`config.mk`:
```
export PLATFORM = sky130hd
export DESIGN_NAME = bandwidth_latency_limiter_top_flat
export DESIGN_NICKNAME = d
export VERILOG_FILES = /design/src/rtl/core/blim_pkg.sv /design/src/rtl/core/blim_ifs.sv /design/src/rtl/core/bandwidth_latency_limiter_top.sv /design/src/rtl/core/blim_regs.sv /design/src/rtl/core/blim_ctrl.sv /design/src/rtl/core/blim_dp.sv /design/src/flat_wrapper.sv
export SDC_FILE = /design/constraint.sdc
export NUM_CORES = 1
export LEC_CHECK = 0
export ABC_AREA = 1
export BUFFER_PORTS_ARGS = -buffer_cell sky130_fd_sc_hd__clkbuf_2
export CAP_MARGIN = 30
export CORE_MARGIN = 2
export CORE_UTILIZATION = 40
export CTS_CLUSTER_DIAMETER = 60
export DETAILED_ROUTE_END_ITERATION = 16
export REMOVE_ABC_BUFFERS = 1
export SYNTH_ARGS = -nofsm -noshare
export SYNTH_HDL_FRONTEND = slang
export SYNTH_HIERARCHICAL = 1
export SYNTH_SLANG_ARGS = --single-unit
```
`constraint.sdc`:
```
create_clock -name clk -period 8.6 [get_ports clk]
set_input_delay 0.86 -clock clk [delete_from_list [all_inputs] [get_ports clk]]
set_output_delay 0.86 -clock clk [all_outputs]
set_load 0.005 [all_outputs]
```
`src/rtl/core/blim_pkg.sv`:
```
// Shared widths, register map, and control/payload types for the bandwidth latency limiter.
package blim_pkg;

  localparam int CYCLE_WIDTH = 48;
  localparam int SIZE_WIDTH  = 16;

  localparam int BPC_W = 8;
  localparam int FIX_W = 8;
  localparam int LAT_W = 32;
  localparam int DUR_W = 16;
  localparam int LIN_W = 16;

  localparam int APB_DW = 32;
  localparam int APB_AW = 4;
  localparam int IDX_W  = 2;

  // Dividend of the ceiling division: byte_count + bytes_per_cycle - 1.
  localparam int NUM_W     = ((SIZE_WIDTH > BPC_W) ? SIZE_WIDTH : BPC_W) + 1;
  localparam int DIV_STEPS = NUM_W;
  localparam int CNT_W     = $clog2(DIV_STEPS);

  localparam int WAIT_W = (CYCLE_WIDTH > LAT_W) ? CYCLE_WIDTH : LAT_W;
  localparam int DCMP_W = (SIZE_WIDTH > DUR_W) ? SIZE_WIDTH : DUR_W;
  localparam int ADD_W  = (CYCLE_WIDTH > SIZE_WIDTH) ? CYCLE_WIDTH : SIZE_WIDTH;

  localparam logic [LAT_W-1:0] LAT_MAX = '1;
  localparam logic [DUR_W-1:0] DUR_MAX = '1;

  localparam logic [IDX_W-1:0] REG_BPC    = 2'd0;
  localparam logic [IDX_W-1:0] REG_FIXED  = 2'd1;
  localparam logic [IDX_W-1:0] REG_SHARED = 2'd2;

  localparam logic [BPC_W-1:0] BPC_RST = 8'd4;

  typedef struct packed {
    logic [BPC_W-1:0] bytes_per_cycle;
    logic [FIX_W-1:0] fixed_delay;
    logic             shared_read_write;
  } cfg_t;

  typedef struct packed {
    logic [CYCLE_WIDTH-1:0] request_cycle;
    logic [SIZE_WIDTH-1:0]  byte_count;
    logic                   write_op;
    logic [LIN_W-1:0]       latency_so_far;
    logic [DUR_W-1:0]       duration_so_far;
  } req_t;

  typedef struct packed {
    logic [LAT_W-1:0] new_latency;
    logic [DUR_W-1:0] new_duration;
  } rsp_t;

  typedef struct packed {
    logic load;
    logic step;
    logic finish;
  } dp_cmd_t;

  typedef struct packed {
    logic div_last;
  } dp_sts_t;

endpackage

```
`src/rtl/core/blim_ifs.sv`:
```
// Valid/ready channel interfaces for requests and results.
interface blim_req_if;
  logic                               valid;
  logic                               ready;
  logic [blim_pkg::CYCLE_WIDTH-1:0]   request_cycle;
  logic [blim_pkg::SIZE_WIDTH-1:0]    byte_count;
  logic                               write_op;
  logic [blim_pkg::LIN_W-1:0]         latency_so_far;
  logic [blim_pkg::DUR_W-1:0]         duration_so_far;

  modport source (output valid, request_cycle, byte_count, write_op, latency_so_far,
                  duration_so_far, input ready);
  modport sink (input valid, request_cycle, byte_count, write_op, latency_so_far,
                duration_so_far, output ready);
endinterface

interface blim_rsp_if;
  logic                         valid;
  logic                         ready;
  logic [blim_pkg::LAT_W-1:0]   new_latency;
  logic [blim_pkg::DUR_W-1:0]   new_duration;

  modport source (output valid, new_latency, new_duration, input ready);
  modport sink (input valid, new_latency, new_duration, output ready);
endinterface

```
`src/rtl/core/bandwidth_latency_limiter_top.sv`:
```
// Top level of the bandwidth latency limiter: channels, configuration port and core wiring.
// A request is taken when the block is idle; it then spends one cycle per quotient bit in a
// bit-serial divider (blim_pkg::NUM_W steps, 17 with 16-bit sizes) that forms the burst
// length ceil(byte_count / bytes_per_cycle), then a finish step updates the next-free stamp
// (unless the bandwidth is zero) and loads the result register. The block takes no new
// request until the finish step is done. The result waits in its own register, so the
// next request is taken while the previous result is still unclaimed; the finish step
// stalls only if that register is still full when the next result is ready. The serial
// divider sets the pace of requests, whatever the bandwidth setting, including zero.
module bandwidth_latency_limiter_top (
  input  logic                          clk,
  input  logic                          rst_n,
  blim_req_if.sink                      in_req,
  blim_rsp_if.source                    out_rsp,
  input  logic                          psel,
  input  logic                          penable,
  input  logic                          pwrite,
  input  logic [blim_pkg::APB_AW-1:0]   paddr,
  input  logic [blim_pkg::APB_DW-1:0]   pwdata,
  output logic [blim_pkg::APB_DW-1:0]   prdata,
  output logic                          pready
);

  blim_pkg::cfg_t     cfg;
  blim_pkg::req_t     req;
  blim_pkg::rsp_t     rsp;
  blim_pkg::dp_cmd_t  cmd;
  blim_pkg::dp_sts_t  sts;
  logic               in_ready;
  logic               out_valid;

  assign req.request_cycle   = in_req.request_cycle;
  assign req.byte_count      = in_req.byte_count;
  assign req.write_op        = in_req.write_op;
  assign req.latency_so_far  = in_req.latency_so_far;
  assign req.duration_so_far = in_req.duration_so_far;
  assign in_req.ready        = in_ready;

  assign out_rsp.valid        = out_valid;
  assign out_rsp.new_latency  = rsp.new_latency;
  assign out_rsp.new_duration = rsp.new_duration;

  blim_regs u_regs (
    .clk     (clk),
    .rst_n   (rst_n),
    .psel    (psel),
    .penable (penable),
    .pwrite  (pwrite),
    .paddr   (paddr),
    .pwdata  (pwdata),
    .prdata  (prdata),
    .pready  (pready),
    .cfg_o   (cfg)
  );

  blim_ctrl u_ctrl (
    .clk       (clk),
    .rst_n     (rst_n),
    .in_valid  (in_req.valid),
    .in_ready  (in_ready),
    .out_valid (out_valid),
    .out_ready (out_rsp.ready),
    .sts_i     (sts),
    .cmd_o     (cmd)
  );

  blim_dp u_dp (
    .clk   (clk),
    .rst_n (rst_n),
    .cfg_i (cfg),
    .req_i (req),
    .cmd_i (cmd),
    .sts_o (sts),
    .rsp_o (rsp)
  );

endmodule

```
`src/rtl/core/blim_regs.sv`:
```
// APB configuration registers: bandwidth, fixed delay and shared-stamp mode.
module blim_regs (
  input  logic                          clk,
  input  logic                          rst_n,
  input  logic                          psel,
  input  logic                          penable,
  input  logic                          pwrite,
  input  logic [blim_pkg::APB_AW-1:0]   paddr,
  input  logic [blim_pkg::APB_DW-1:0]   pwdata,
  output logic [blim_pkg::APB_DW-1:0]   prdata,
  output logic                          pready,
  output blim_pkg::cfg_t                cfg_o
);

  blim_pkg::cfg_t                 cfg_r, cfg_nxt;
  logic [blim_pkg::IDX_W-1:0]     idx;
  logic                           wr_en;

  assign pready = 1'b1;
  assign idx    = paddr[blim_pkg::APB_AW-1:2];
  assign wr_en  = psel & penable & pwrite & pready;
  assign cfg_o  = cfg_r;

  always_comb begin
    cfg_nxt = cfg_r;
    if (wr_en) begin
      unique case (idx)
        blim_pkg::REG_BPC:    cfg_nxt.bytes_per_cycle   = pwdata[blim_pkg::BPC_W-1:0];
        blim_pkg::REG_FIXED:  cfg_nxt.fixed_delay       = pwdata[blim_pkg::FIX_W-1:0];
        blim_pkg::REG_SHARED: cfg_nxt.shared_read_write = pwdata[0];
        default:              cfg_nxt = cfg_r;
      endcase
    end
  end

  always_comb begin
    unique case (idx)
      blim_pkg::REG_BPC:    prdata = blim_pkg::APB_DW'(cfg_r.bytes_per_cycle);
      blim_pkg::REG_FIXED:  prdata = blim_pkg::APB_DW'(cfg_r.fixed_delay);
      blim_pkg::REG_SHARED: prdata = blim_pkg::APB_DW'(cfg_r.shared_read_write);
      default:              prdata = '0;
    endcase
  end

  always_ff @(posedge clk) begin
    if (!rst_n) begin
      cfg_r.bytes_per_cycle   <= blim_pkg::BPC_RST;
      cfg_r.fixed_delay       <= '0;
      cfg_r.shared_read_write <= 1'b1;
    end else begin
      cfg_r <= cfg_nxt;
    end
  end

  a_wr_takes: assert property (@(posedge clk) disable iff (!rst_n)
    wr_en && idx == blim_pkg::REG_BPC |=> cfg_r.bytes_per_cycle == $past(pwdata[7:0]))
    else $error("bandwidth register did not take the written value");
  a_no_wr_hold: assert property (@(posedge clk) disable iff (!rst_n)
    !wr_en |=> $stable(cfg_r))
    else $error("configuration changed without a write");
  a_rd_bpc: assert property (@(posedge clk) disable iff (!rst_n)
    idx == blim_pkg::REG_BPC |-> prdata[blim_pkg::BPC_W-1:0] == cfg_r.bytes_per_cycle)
    else $error("bandwidth register reads back wrong");

endmodule

```
`src/rtl/core/blim_ctrl.sv`:
```
// Controller: sequences capture, serial division and finish, and owns the result valid.
module blim_ctrl (
  input  logic                 clk,
  input  logic                 rst_n,
  input  logic                 in_valid,
  output logic                 in_ready,
  output logic                 out_valid,
  input  logic                 out_ready,
  input  blim_pkg::dp_sts_t    sts_i,
  output blim_pkg::dp_cmd_t    cmd_o
);

  typedef enum logic [2:0] {
    S_IDLE = 3'b001,
    S_DIV  = 3'b010,
    S_FIN  = 3'b100
  } state_t;

  state_t state_r, state_nxt;
  logic   out_valid_r, out_valid_nxt;
  logic   out_free;

  assign in_ready  = (state_r == S_IDLE);
  assign out_valid = out_valid_r;
  assign out_free  = !out_valid_r || out_ready;

  always_comb begin
    state_nxt     = state_r;
    out_valid_nxt = out_valid_r && !out_ready;
    cmd_o         = '0;
    unique case (state_r)
      S_IDLE: begin
        if (in_valid) begin
          cmd_o.load = 1'b1;
          state_nxt  = S_DIV;
        end
      end
      S_DIV: begin
        cmd_o.step = 1'b1;
        if (sts_i.div_last) begin
          state_nxt = S_FIN;
        end
      end
      S_FIN: begin
        // The result register may be refilled in the cycle it is being taken.
        if (out_free) begin
          cmd_o.finish  = 1'b1;
          out_valid_nxt = 1'b1;
          state_nxt     = S_IDLE;
        end
      end
      default: state_nxt = S_IDLE;
    endcase
  end

  always_ff @(posedge clk) begin
    if (!rst_n) begin
      state_r     <= S_IDLE;
      out_valid_r <= 1'b0;
    end else begin
      state_r     <= state_nxt;
      out_valid_r <= out_valid_nxt;
    end
  end

  a_cmd_excl: assert property (@(posedge clk) disable iff (!rst_n)
    $onehot0({cmd_o.load, cmd_o.step, cmd_o.finish}))
    else $error("more than one datapath command at once");
  a_fin_free: assert property (@(posedge clk) disable iff (!rst_n)
    cmd_o.finish |-> (!out_valid_r || out_ready))
    else $error("result register overwritten before it was taken");
  a_load_div: assert property (@(posedge clk) disable iff (!rst_n)
    cmd_o.load |=> state_r == S_DIV)
    else $error("division did not start after a request");
  a_fin_valid: assert property (@(posedge clk) disable iff (!rst_n)
    cmd_o.finish |=> out_valid_r)
    else $error("finished result not presented");

endmodule

```
`src/rtl/core/blim_dp.sv`:
```
// Datapath: request capture, bit-serial ceiling divider, wait and stamp arithmetic.
module blim_dp (
  input  logic                 clk,
  input  logic                 rst_n,
  input  blim_pkg::cfg_t       cfg_i,
  input  blim_pkg::req_t       req_i,
  input  blim_pkg::dp_cmd_t    cmd_i,
  output blim_pkg::dp_sts_t    sts_o,
  output blim_pkg::rsp_t       rsp_o
);

  blim_pkg::req_t                       req_r;
  logic [blim_pkg::NUM_W-1:0]           num_r, num_nxt;
  logic [blim_pkg::BPC_W-1:0]           rem_r, rem_nxt;
  logic [blim_pkg::CNT_W-1:0]           cnt_r;
  logic [blim_pkg::LAT_W-1:0]           wait_r, wait_nxt;
  logic [blim_pkg::CYCLE_WIDTH-1:0]     start_r, start_nxt;
  logic [blim_pkg::CYCLE_WIDTH-1:0]     rd_stamp_r, wr_stamp_r;
  blim_pkg::rsp_t                       rsp_r, rsp_nxt;

  logic                                 bw_zero;
  logic                                 sel_wr;
  logic [blim_pkg::CYCLE_WIDTH-1:0]     stamp;
  logic [blim_pkg::CYCLE_WIDTH:0]       diff;
  logic [blim_pkg::WAIT_W-1:0]          diff_w;
  logic                                 late;
  logic [blim_pkg::BPC_W:0]             shifted;
  logic                                 fits;
  logic [blim_pkg::SIZE_WIDTH-1:0]      burst;
  logic [blim_pkg::DCMP_W-1:0]          dur_max;
  logic [blim_pkg::LAT_W-1:0]           lat_in;
  logic [blim_pkg::LAT_W-1:0]           lat_base;
  logic [blim_pkg::LAT_W:0]             lat_sum;
  logic [blim_pkg::CYCLE_WIDTH-1:0]     stamp_nxt;

  assign bw_zero = (cfg_i.bytes_per_cycle == '0);
  assign sel_wr  = req_r.write_op | cfg_i.shared_read_write;
  assign stamp   = sel_wr ? wr_stamp_r : rd_stamp_r;

  // Wait until the port is free; the borrow of the subtraction tells whether it is busy.
  assign diff   = {1'b0, stamp} - {1'b0, req_r.request_cycle};
  assign late   = !diff[blim_pkg::CYCLE_WIDTH] && (diff[blim_pkg::CYCLE_WIDTH-1:0] != '0);
  assign diff_w = blim_pkg::WAIT_W'(diff[blim_pkg::CYCLE_WIDTH-1:0]);

  always_comb begin
    if (!late) begin
      wait_nxt = '0;
    end else if (diff_w > blim_pkg::WAIT_W'(blim_pkg::LAT_MAX)) begin
      wait_nxt = blim_pkg::LAT_MAX;
    end else begin
      wait_nxt = blim_pkg::LAT_W'(diff_w);
    end
    start_nxt = late ? stamp : req_r.request_cycle;
  end

  // One quotient bit per step; the quotient shifts into the dividend register.
  assign shifted = {rem_r, num_r[blim_pkg::NUM_W-1]};
  assign fits    = shifted >= {1'b0, cfg_i.bytes_per_cycle};
  assign rem_nxt = fits ? blim_pkg::BPC_W'(shifted - {1'b0, cfg_i.bytes_per_cycle})
                        : shifted[blim_pkg::BPC_W-1:0];
  assign num_nxt = {num_r[blim_pkg::NUM_W-2:0], fits};

  assign sts_o.div_last = (cnt_r == blim_pkg::CNT_W'(blim_pkg::DIV_STEPS - 1));

  assign burst = num_r[blim_pkg::SIZE_WIDTH-1:0];
  assign lat_in = blim_pkg::LAT_W'(req_r.latency_so_far);

  always_comb begin
    if (blim_pkg::DCMP_W'(burst) > blim_pkg::DCMP_W'(req_r.duration_so_far)) begin
      dur_max = blim_pkg::DCMP_W'(burst);
    end else begin
      dur_max = blim_pkg::DCMP_W'(req_r.duration_so_far);
    end

    if (bw_zero || lat_in > wait_r) begin
      lat_base = lat_in;
    end else begin
      lat_base = wait_r;
    end
    lat_sum = {1'b0, lat_base} + (blim_pkg::LAT_W + 1)'(cfg_i.fixed_delay);

    rsp_nxt.new_latency = lat_sum[blim_pkg::LAT_W] ? blim_pkg::LAT_MAX
                                                   : lat_sum[blim_pkg::LAT_W-1:0];
    if (bw_zero) begin
      rsp_nxt.new_duration = req_r.duration_so_far;
    end else if (dur_max > blim_pkg::DCMP_W'(blim_pkg::DUR_MAX)) begin
      rsp_nxt.new_duration = blim_pkg::DUR_MAX;
    end else begin
      rsp_nxt.new_duration = blim_pkg::DUR_W'(dur_max);
    end

    stamp_nxt = blim_pkg::CYCLE_WIDTH'(blim_pkg::ADD_W'(start_r) + blim_pkg::ADD_W'(burst));
  end

  always_ff @(posedge clk) begin
    if (cmd_i.load) begin
      req_r <= req_i;
      num_r <= blim_pkg::NUM_W'(req_i.byte_count) + blim_pkg::NUM_W'(cfg_i.bytes_per_cycle)
               - blim_pkg::NUM_W'(1);
      rem_r <= '0;
      cnt_r <= '0;
    end else if (cmd_i.step) begin
      num_r   <= num_nxt;
      rem_r   <= rem_nxt;
      cnt_r   <= cnt_r + blim_pkg::CNT_W'(1);
      wait_r  <= wait_nxt;
      start_r <= start_nxt;
    end
    if (cmd_i.finish) begin
      rsp_r <= rsp_nxt;
    end
  end

  always_ff @(posedge clk) begin
    if (!rst_n) begin
      rd_stamp_r <= '0;
      wr_stamp_r <= '0;
    end else if (cmd_i.finish && !bw_zero) begin
      if (sel_wr) begin
        wr_stamp_r <= stamp_nxt;
      end else begin
        rd_stamp_r <= stamp_nxt;
      end
    end
  end

  assign rsp_o = rsp_r;

  a_cnt_clear: assert property (@(posedge clk) disable iff (!rst_n)
    cmd_i.load |=> cnt_r == '0)
    else $error("divider step count not cleared on a new request");
  a_zero_bw_hold: assert property (@(posedge clk) disable iff (!rst_n)
    cmd_i.finish && bw_zero |=> $stable(rd_stamp_r) && $stable(wr_stamp_r))
    else $error("stamp moved with limiting disabled");
  a_dur_grows: assert property (@(posedge clk) disable iff (!rst_n)
    cmd_i.finish |=> rsp_r.new_duration >= req_r.duration_so_far)
    else $error("duration below the incoming duration");
  a_lat_grows: assert property (@(posedge clk) disable iff (!rst_n)
    cmd_i.finish |=> rsp_r.new_latency >= blim_pkg::LAT_W'(req_r.latency_so_far))
    else $error("latency below the incoming latency");

endmodule

```
`src/flat_wrapper.sv`:
```
// flat-port wrapper written by rule: the top's interface ports become plain ports
module bandwidth_latency_limiter_top_flat 
  (clk, rst_n, psel, penable, pwrite, paddr, pwdata, prdata, pready, in_req_valid, in_req_request_cycle, in_req_byte_count, in_req_write_op, in_req_latency_so_far, in_req_duration_so_far, in_req_ready, out_rsp_valid, out_rsp_new_latency, out_rsp_new_duration, out_rsp_ready);
  blim_req_if in_req_i ();
  blim_rsp_if out_rsp_i ();
  input  logic clk;
  input  logic rst_n;
  input  logic psel;
  input  logic penable;
  input  logic pwrite;
  input  logic [blim_pkg::APB_AW-1:0] paddr;
  input  logic [blim_pkg::APB_DW-1:0] pwdata;
  output logic [blim_pkg::APB_DW-1:0] prdata;
  output logic pready;
  input wire logic [$bits(in_req_i.valid)-1:0] in_req_valid;
  input wire logic [$bits(in_req_i.request_cycle)-1:0] in_req_request_cycle;
  input wire logic [$bits(in_req_i.byte_count)-1:0] in_req_byte_count;
  input wire logic [$bits(in_req_i.write_op)-1:0] in_req_write_op;
  input wire logic [$bits(in_req_i.latency_so_far)-1:0] in_req_latency_so_far;
  input wire logic [$bits(in_req_i.duration_so_far)-1:0] in_req_duration_so_far;
  output wire logic [$bits(in_req_i.ready)-1:0] in_req_ready;
  output wire logic [$bits(out_rsp_i.valid)-1:0] out_rsp_valid;
  output wire logic [$bits(out_rsp_i.new_latency)-1:0] out_rsp_new_latency;
  output wire logic [$bits(out_rsp_i.new_duration)-1:0] out_rsp_new_duration;
  input wire logic [$bits(out_rsp_i.ready)-1:0] out_rsp_ready;
  assign in_req_i.valid = in_req_valid;
  assign in_req_i.request_cycle = in_req_request_cycle;
  assign in_req_i.byte_count = in_req_byte_count;
  assign in_req_i.write_op = in_req_write_op;
  assign in_req_i.latency_so_far = in_req_latency_so_far;
  assign in_req_i.duration_so_far = in_req_duration_so_far;
  assign in_req_ready = in_req_i.ready;
  assign out_rsp_valid = out_rsp_i.valid;
  assign out_rsp_new_latency = out_rsp_i.new_latency;
  assign out_rsp_new_duration = out_rsp_i.new_duration;
  assign out_rsp_i.ready = out_rsp_ready;
  bandwidth_latency_limiter_top u_core (.clk(clk), .rst_n(rst_n), .in_req(in_req_i), .out_rsp(out_rsp_i), .psel(psel), .penable(penable), .pwrite(pwrite), .paddr(paddr), .pwdata(pwdata), .prdata(prdata), .pready(pready));
endmodule
```
Yosys cells after proc, flatten, opt, wreduce, memory -nomap -nowiden. Cells that the tools add are included.

$add $sub $neg: 7. $lt $le $gt $ge: 5. Eq/ne operators: 9. Multiplexer cells: 22. Bitwise logic cells: 5. Reductions and logical operators: 20.

Operators by type and width (count): $mux W48 (2); $mux W32 (2); $sub A48 B48 Y49 (1); $add A48 B16 Y48 (1); $gt A48 B32 Y1 const B (1); $mux W16 (3); $reduce_bool A48 Y1 (1); $mux W17 (2); $add A32 B8 Y33 (1); $gt A16 B32 Y1 (1); $pmux W8 S3 (1); $add A16 B8 Y17 (1); $sub A17 B1 Y17 const B (1); $gt A16 B16 Y1 (1); $gt A16 B16 Y1 const B (1); $reduce_and A2 Y1 (6); $ge A9 B8 Y1 (1); $mux W3 (3); $pmux W3 S3 (1); $logic_not A8 Y1 (1); $mux W8 (1); $sub A8 B8 Y8 (1); $mux W1 (7); $add A5 B1 Y5 const B (1); other kinds (17) (26).

Register bits after elaboration: 356. Input port bits: 140. Output and inout port bits: 83. Logic and storage cells: 86.

Depth between registers and ports, before layout.
Word-level depth: 6. Mapped depth: 32. Depth with buffers taken out: 28.

Cells and area by module. The synthesis kept the hierarchy.

Modules (own cells, without submodules): blim_dp (instances 1, cells each 3241, area an instance 22868.2 µm², sequential area each 8968.6 µm²); blim_regs (instances 1, cells each 148, area an instance 1049.8 µm², sequential area each 340.3 µm²); blim_ctrl (instances 1, cells each 33, area an instance 232.7 µm², sequential area each 80.1 µm²).

Worst setup path before layout. Ideal clock, no wire load.

Path kind: input to register. Start point: input port in_req_valid. End point: register u_core/u_dp/rem_r[0] (netlist bit). Setup time: 0.080 ns. Arrival: 6.737 ns. Required time: 8.520 ns. Setup slack: 1.783 ns. Stages on the path: 8. Path buffers: 1. Cell sequence: nand2_2 -> inv_1 -> clkbuf_1 -> nor2_1 -> inv_1 -> a21oi_1 -> o21ai_0 -> o21ai_0.

RTL lines: from (decl) (line flat_wrapper.sv:15) `input wire logic [$bits(in_req_i.valid)-1:0] in_req_valid;`; to (signal assigned) (line blim_dp.sv:104) `rem_r <= rem_nxt;`; to (decl) (line blim_dp.sv:14) `logic [blim_pkg::BPC_W-1:0] rem_r, rem_nxt;`.

Final worst setup path.
Start point: register u_core/u_dp/req_r[32] (netlist bit). End point: register u_core/u_dp/start_r[40] (netlist bit) (data pin).

Cells in the longest elaborated chain, start to end: 6. Elaborated cells between the ends (all ways): 7. Those cells by class: add/sub (1); mux (2); bitwise (1); reduce/logical (3).

Ends and longest elaborated chain: from (decl) (line blim_dp.sv:12) `blim_pkg::req_t req_r;`; from (signal assigned) (line blim_dp.sv:97) `req_r <= req_i;`; $or A1 B1 Y1 (*) (line blim_dp.sv:37) `assign sel_wr = req_r.write_op | cfg_i.shared_read_write;`; $mux W48 (*) (line blim_dp.sv:38) `assign stamp = sel_wr ? wr_stamp_r : rd_stamp_r;`; $sub A48 B48 Y49 (line blim_dp.sv:41) `assign diff = {1'b0, stamp} - {1'b0, req_r.request_cycle};`; $reduce_bool A48 Y1 / $logic_not A1 Y1 (equally long branches) (line blim_dp.sv:42) `assign late = !diff[blim_pkg::CYCLE_WIDTH] && (diff[blim_pkg::CYCLE_WIDTH-1:0] != '0);`; $logic_and A1 B1 Y1 (line blim_dp.sv:42); $mux W48 (*) (line blim_dp.sv:53) `start_nxt = late ? stamp : req_r.request_cycle;`; via u_core.u_dp.start_nxt (one bit) (line blim_dp.sv:17) `logic [blim_pkg::CYCLE_WIDTH-1:0] start_r, start_nxt;`; to (signal assigned) (line blim_dp.sv:107) `start_r <= start_nxt;`; to (decl) (line blim_dp.sv:17).

The timed path passes the listed nets; every way through them passes the cells marked *. A chain may end at the register's enable or synchronous reset.

==> results.md <==
Run status:
- The flow ran to the end, and the final reports show no timing, DRC or antenna violations.

Synth:
- The post-synthesis cell area is 24200 µm².
- The portion of synthesized area spent on multiplexers is 0%.
- The sequential share of the synthesized area is 38.9%.
- Counting flops with an async set or reset pin after synthesis yields a share of 0%.
- The post-synthesis sequential element count is about 360.
- The netlist uses 48 different library cells.
- After Yosys synthesis, and, or, nand and nor cells account for ~29% of the synthesized area.
- The flip-flop cell with the highest count after synthesis is sky130_fd_sc_hd__edfxtp_1.
- The mean instance size in the synthesized netlist is 7.06 µm².
- Summing the areas of all compound-gate instances in the mapped netlist gives 10.2% of the synthesized area.
- The xor and xnor area share after synthesis is under 10%.
- For this run, the number of Yosys warnings is 6.
- In this run, synthesis inferred approximately 230 flip-flops with an integrated enable.
- After Yosys synthesis, full adders, half adders and majority gates account for 7.51% of the synthesized area.
- The count of mapped cells out of synthesis is 3422.
- By area, the combinational part of the netlist is dominated by simple AND/OR/NAND/NOR gates.

Worst setup path:
- The category of the most critical setup path is reg2reg.
- The slack of the worst reg-to-reg path is 2.89 ns.
- In this run the worst path has a maximum fanout of 49.
- The endpoint type of the worst setup path is a register.
- The worst setup path is launched from a register.
- STA puts the critical path data required time at 8.95 ns.
- For the worst setup path, the data arrival time is 6.06 ns.

STA:
- Setup repair after global routing left no endpoint under its margin.
- The number of hold-slack violations in the final timing report was 0.
- Measured against its own limit, the worst slew margin works out to 29.5%.
- The number of failing setup endpoints in the final timing report is 0.
- Clock skew on the completed layout was measured at 0.0259 ns.
- Once routing completed, OpenROAD measured the worst setup slack at ~2.9 ns.
- The transition time at the pin with the least slew margin is 1.05 ns.
- Hold timing on the final database bottoms out at a slack of 0.440 ns.
- The number of pins with negative max-slew slack in the final report came to 0.
- The achievable frequency is approximately 180 MHz.
- The routed design could run at a clock period as short as 5.71 ns.
- Of the available clock period, the critical path in the final layout requires between 60 and 70%.

Global routing:
- The via count of the first global-routing pass came to 20200.
- The global-route wire length before repair is 111 mm.
- Entering global routing, the biggest net connects 82 pins.
- The remaining global-route overflow is 0.
- Global routing consumed, over all layers together, 22.2% of the routing resources.
- The number of antenna violations at the first check in global routing came to 0.

Pwr:
- The worst voltage drop across the vdd grid is between 0.1 and 0.15 mV.
- For this design the ratio of total power to cell area is 164 nW/µm².
- Summing internal, switching and leakage power gives 4.47 mW.
- The static leakage is 13.6 nW.

Clocking:
- TritonCTS built the clock tree.
- The root buffer cell chosen for the clock tree is sky130_fd_sc_hd__clkbuf_16.
- The number of sinks driven by the clock tree is about 360.
- The number of setup buffers added after CTS is 0.
- The buffer levels on the longest clock path is 3.
- The number of hold buffers added after CTS was 0.
- The total clock buffers created by CTS is 46.
- The number of levels the H-tree was split into is 2.
- The clock reaches the later pin of the worst-skew pair after 0.59 ns.
- The number of instances resized during post-cts repair is 0.
- Clock-pin slew was measured on the worst setup and hold paths at 0.06 ns.

Placement:
- The congestion estimate from routability-driven global placement came to 0.971.
- Before CTS, the worst setup slack after placement is 2.94 ns.
- Summing all placed instances gives a cell area of 25700 µm².
- During placement, the flow inserted port buffers numbering ~170.
- The final HPWL from detailed placement is 54.5 mm.

Drt:
- After detailed routing, the number of vias per cell comes to 4.98.
- In the final routed layout, each cell accounts on average for between 15 and 20 µm.
- The detailed router finished its first iteration with 1764 violations.
- For this run, design rule violations remaining after detail routing come to 0.
- The final layout contains routed wiring with a total length of 70.2 mm.
- The total number of vias is 21900.
- Once detail routing completed, the nets flagged for antenna violations numbered 0.
- The number of iterations in the first detailed-routing pass is 5.

Die:
- The effective utilization at floorplan is 40.2%.
- The top-level port count is between 200 and 250.
- The die covers 62400 µm².
- The die is 250 µm tall.
- Row generation in the floorplan step produced 90 rows.
- From left edge to right edge, the die measures approximately 250 µm.
- The core area is between 60000 and 70000 µm².

Hold path:
- The worst hold path class is in2reg.

Final layout:
- The layout net count is about 3900.
- Compared with the post-synthesis result, the final layout area differs by 12.7%.
- The ratio of cells with drive above 1 in the final layout is 8.48%.
- After routing the design area is ~27000 µm².
- After filler insertion, the fill cell instance count of the layout stands at between 6000 and 7000.
- The number of antenna diodes in the final layout is 0.

Run:
- The max-capacitance violation count is 0.
## per-stage QoR
step                std cells  utilization [%]  TNS, ns
floorplan                3338                -    -7.24
global placement         4305             42.7        0
detailed placement       4306             42.8        0
CTS                      4391             45.3        0
global route             4392             45.3        0
finish                   4392             45.3        0
## worst paths after layout
check / startpoint / end / cells after the start
worst max-delay path: u_core/u_dp/req_r[32] / u_core/u_dp/start_r[40] / 23
worst min-delay path: in_req_request_cycle[20] / u_core/u_dp/req_r[69] / 1
worst max register to register: u_core/u_dp/req_r[32] / u_core/u_dp/start_r[40] / 23
worst min register to register: u_core/u_dp/wr_stamp_r[3] / u_core/u_dp/wr_stamp_r[3] / 2
## worst max-delay path, cell delays in order, from the launching register on
cell and delay (ns):
sky130_fd_sc_hd__edfxtp_1 0.41, sky130_fd_sc_hd__nor2_4 0.71, sky130_fd_sc_hd__buf_4 0.51, sky130_fd_sc_hd__o21ai_0 0.34
sky130_fd_sc_hd__ha_1 0.49, sky130_fd_sc_hd__nand2_1 0.11, sky130_fd_sc_hd__nor2_1 0.18, sky130_fd_sc_hd__inv_1 0.07
sky130_fd_sc_hd__nor2_1 0.18, sky130_fd_sc_hd__nand2_1 0.10, sky130_fd_sc_hd__nor2_1 0.11, sky130_fd_sc_hd__nand2_1 0.10
sky130_fd_sc_hd__nand3_1 0.10, sky130_fd_sc_hd__nand2_1 0.05, sky130_fd_sc_hd__nand2_1 0.05, sky130_fd_sc_hd__nor2_1 0.04
sky130_fd_sc_hd__nand2_1 0.06, sky130_fd_sc_hd__nor2_2 0.06, sky130_fd_sc_hd__nand3_2 0.06, sky130_fd_sc_hd__buf_4 0.53
sky130_fd_sc_hd__nand2_2 0.54, sky130_fd_sc_hd__buf_12 0.34, sky130_fd_sc_hd__nand2_1 0.12, sky130_fd_sc_hd__nand2_1 0.06
## cells in the mapped netlist (2+ instances only)
| library cell | number | share of area [%] |
|---|---|---|
| sky130_fd_sc_hd__buf_1 | 5 | 0.078 |
| sky130_fd_sc_hd__o21a_1 | 10 | 0.31 |
| sky130_fd_sc_hd__fa_1 | 5 | 0.41 |
| sky130_fd_sc_hd__buf_4 | 32 | 0.99 |
| sky130_fd_sc_hd__nand3_1 | 261 | 5.4 |
| sky130_fd_sc_hd__a21boi_0 | 2 | 0.062 |
| sky130_fd_sc_hd__inv_1 | 630 | 9.8 |
| sky130_fd_sc_hd__nor2_4 | 5 | 0.23 |
| sky130_fd_sc_hd__inv_2 | 7 | 0.11 |
| sky130_fd_sc_hd__nand4_1 | 50 | 1.3 |
| sky130_fd_sc_hd__nand2_1 | 952 | 15 |
| sky130_fd_sc_hd__a31oi_1 | 7 | 0.18 |
| sky130_fd_sc_hd__and3_1 | 2 | 0.052 |
| sky130_fd_sc_hd__ha_1 | 137 | 7.1 |
| sky130_fd_sc_hd__a21o_1 | 8 | 0.25 |
| sky130_fd_sc_hd__a22o_1 | 7 | 0.25 |
| sky130_fd_sc_hd__o21ai_1 | 5 | 0.10 |
| sky130_fd_sc_hd__o211ai_1 | 43 | 1.3 |
| sky130_fd_sc_hd__edfxtp_1 | 226 | 28 |
| sky130_fd_sc_hd__o21bai_1 | 18 | 0.56 |
| sky130_fd_sc_hd__o221ai_1 | 3 | 0.11 |
| sky130_fd_sc_hd__buf_2 | 10 | 0.21 |
| sky130_fd_sc_hd__nor2_1 | 336 | 5.2 |
| sky130_fd_sc_hd__and2_1 | 6 | 0.16 |
| sky130_fd_sc_hd__xnor2_1 | 14 | 0.51 |
| sky130_fd_sc_hd__o31ai_1 | 3 | 0.093 |
| sky130_fd_sc_hd__o21ai_0 | 158 | 3.3 |
| sky130_fd_sc_hd__a21oi_1 | 166 | 3.4 |
| sky130_fd_sc_hd__clkbuf_1 | 51 | 0.79 |
| sky130_fd_sc_hd__dfxtp_1 | 130 | 11 |
| sky130_fd_sc_hd__a21oi_2 | 2 | 0.073 |
| sky130_fd_sc_hd__nand3_2 | 2 | 0.083 |
| sky130_fd_sc_hd__nor2_2 | 7 | 0.18 |
| sky130_fd_sc_hd__nor4_1 | 15 | 0.39 |
| sky130_fd_sc_hd__nand2_2 | 8 | 0.21 |
| sky130_fd_sc_hd__conb_1 | 2 | 0.031 |
| sky130_fd_sc_hd__xor2_1 | 35 | 1.3 |
| sky130_fd_sc_hd__nand3b_1 | 10 | 0.31 |
| sky130_fd_sc_hd__or2_2 | 7 | 0.18 |
| sky130_fd_sc_hd__nor3_1 | 29 | 0.60 |
| sky130_fd_sc_hd__buf_6 | 9 | 0.42 |
## power breakdown
part	internal, mW	switching (mW)
clock network	1.13	0.790
registers	1.90	0.0592
logic	0.196	0.395
total	3.23	1.24
## layer usage
layer  track usage (%)  vias up  routed length [µm]  part of all wire, %
met5                 0        -                   0                    0
met4              6.54        0                1950                  2.8
met3              2.67      117                4020                  5.7
met2              35.7      622               31100                   44
met1              31.4     9907               33100                   47
li1                  -    11200                   -                    -
## area by class of cell
type,count,area (µm²),share of cell area [%]
repair buffers,187,1030,3.79
clock buffers,57,1240,4.57
inverters,637,2390,8.80
flip-flops and latches,356,9390,34.5
clock inverters,28,273,1.00
multi-input cells,2345,11900,43.7
well taps,782,978,3.60
## kinds of logic (layout without fill, tap and decap cells)
kind of cell               count (synthesis)  count (layout)
and+or+nand+nor                         1692            1692
buffers and inverters                    744             909
AOI/OAI and AO/OA                        437             437
DFF                                      356             356
adders and majority gates                142             142
xor gates and xnor gates                  49              49
other                                      2              25
## cells in the final DEF, fill, tap and decap left out, types with 7 or more instances in the layout
cell type / instances
sky130_fd_sc_hd__o21ai_0: 158
sky130_fd_sc_hd__inv_2: 7
sky130_fd_sc_hd__nor2_1: 334
sky130_fd_sc_hd__o211ai_1: 43
sky130_fd_sc_hd__nand2_2: 8
sky130_fd_sc_hd__conb_1: 25
sky130_fd_sc_hd__edfxtp_1: 226
sky130_fd_sc_hd__o21a_1: 10
sky130_fd_sc_hd__clkbuf_2: 170
sky130_fd_sc_hd__xnor2_1: 14
sky130_fd_sc_hd__xor2_1: 35
sky130_fd_sc_hd__a21oi_1: 165
sky130_fd_sc_hd__clkbuf_16: 47
sky130_fd_sc_hd__nand3_1: 261
sky130_fd_sc_hd__inv_6: 7
sky130_fd_sc_hd__nand3b_1: 10
sky130_fd_sc_hd__a21o_1: 8
sky130_fd_sc_hd__inv_1: 629
sky130_fd_sc_hd__buf_4: 14
sky130_fd_sc_hd__nor4_1: 15
sky130_fd_sc_hd__o21bai_1: 18
sky130_fd_sc_hd__a22o_1: 7
sky130_fd_sc_hd__clkbuf_1: 7
sky130_fd_sc_hd__nor3_1: 27
sky130_fd_sc_hd__ha_1: 137
sky130_fd_sc_hd__a31oi_1: 7
sky130_fd_sc_hd__nand2_1: 952
sky130_fd_sc_hd__dfxtp_1: 130
sky130_fd_sc_hd__nand4_1: 50
sky130_fd_sc_hd__or2_2: 7
sky130_fd_sc_hd__nor2_4: 7
sky130_fd_sc_hd__nor2_2: 7
## registers in the layout (all words and copies together) (netlist names)
name	flops
u_core/u_dp/cnt_r	5
u_core/u_dp/lat_in	16
u_core/u_dp/rsp_o	48
u_core/u_dp/req_r	65
u_core/u_ctrl/state_r	3
u_core/u_dp/rd_stamp_r	48
u_core/u_dp/wait_r	32
u_core/u_dp/num_r	17
u_core/u_ctrl/out_valid	1
u_core/u_dp/start_r	48
u_core/u_dp/rem_r	8
u_core/u_dp/wr_stamp_r	48
u_core/u_regs/cfg_o	17
Power figures use the tool's default switching activity.
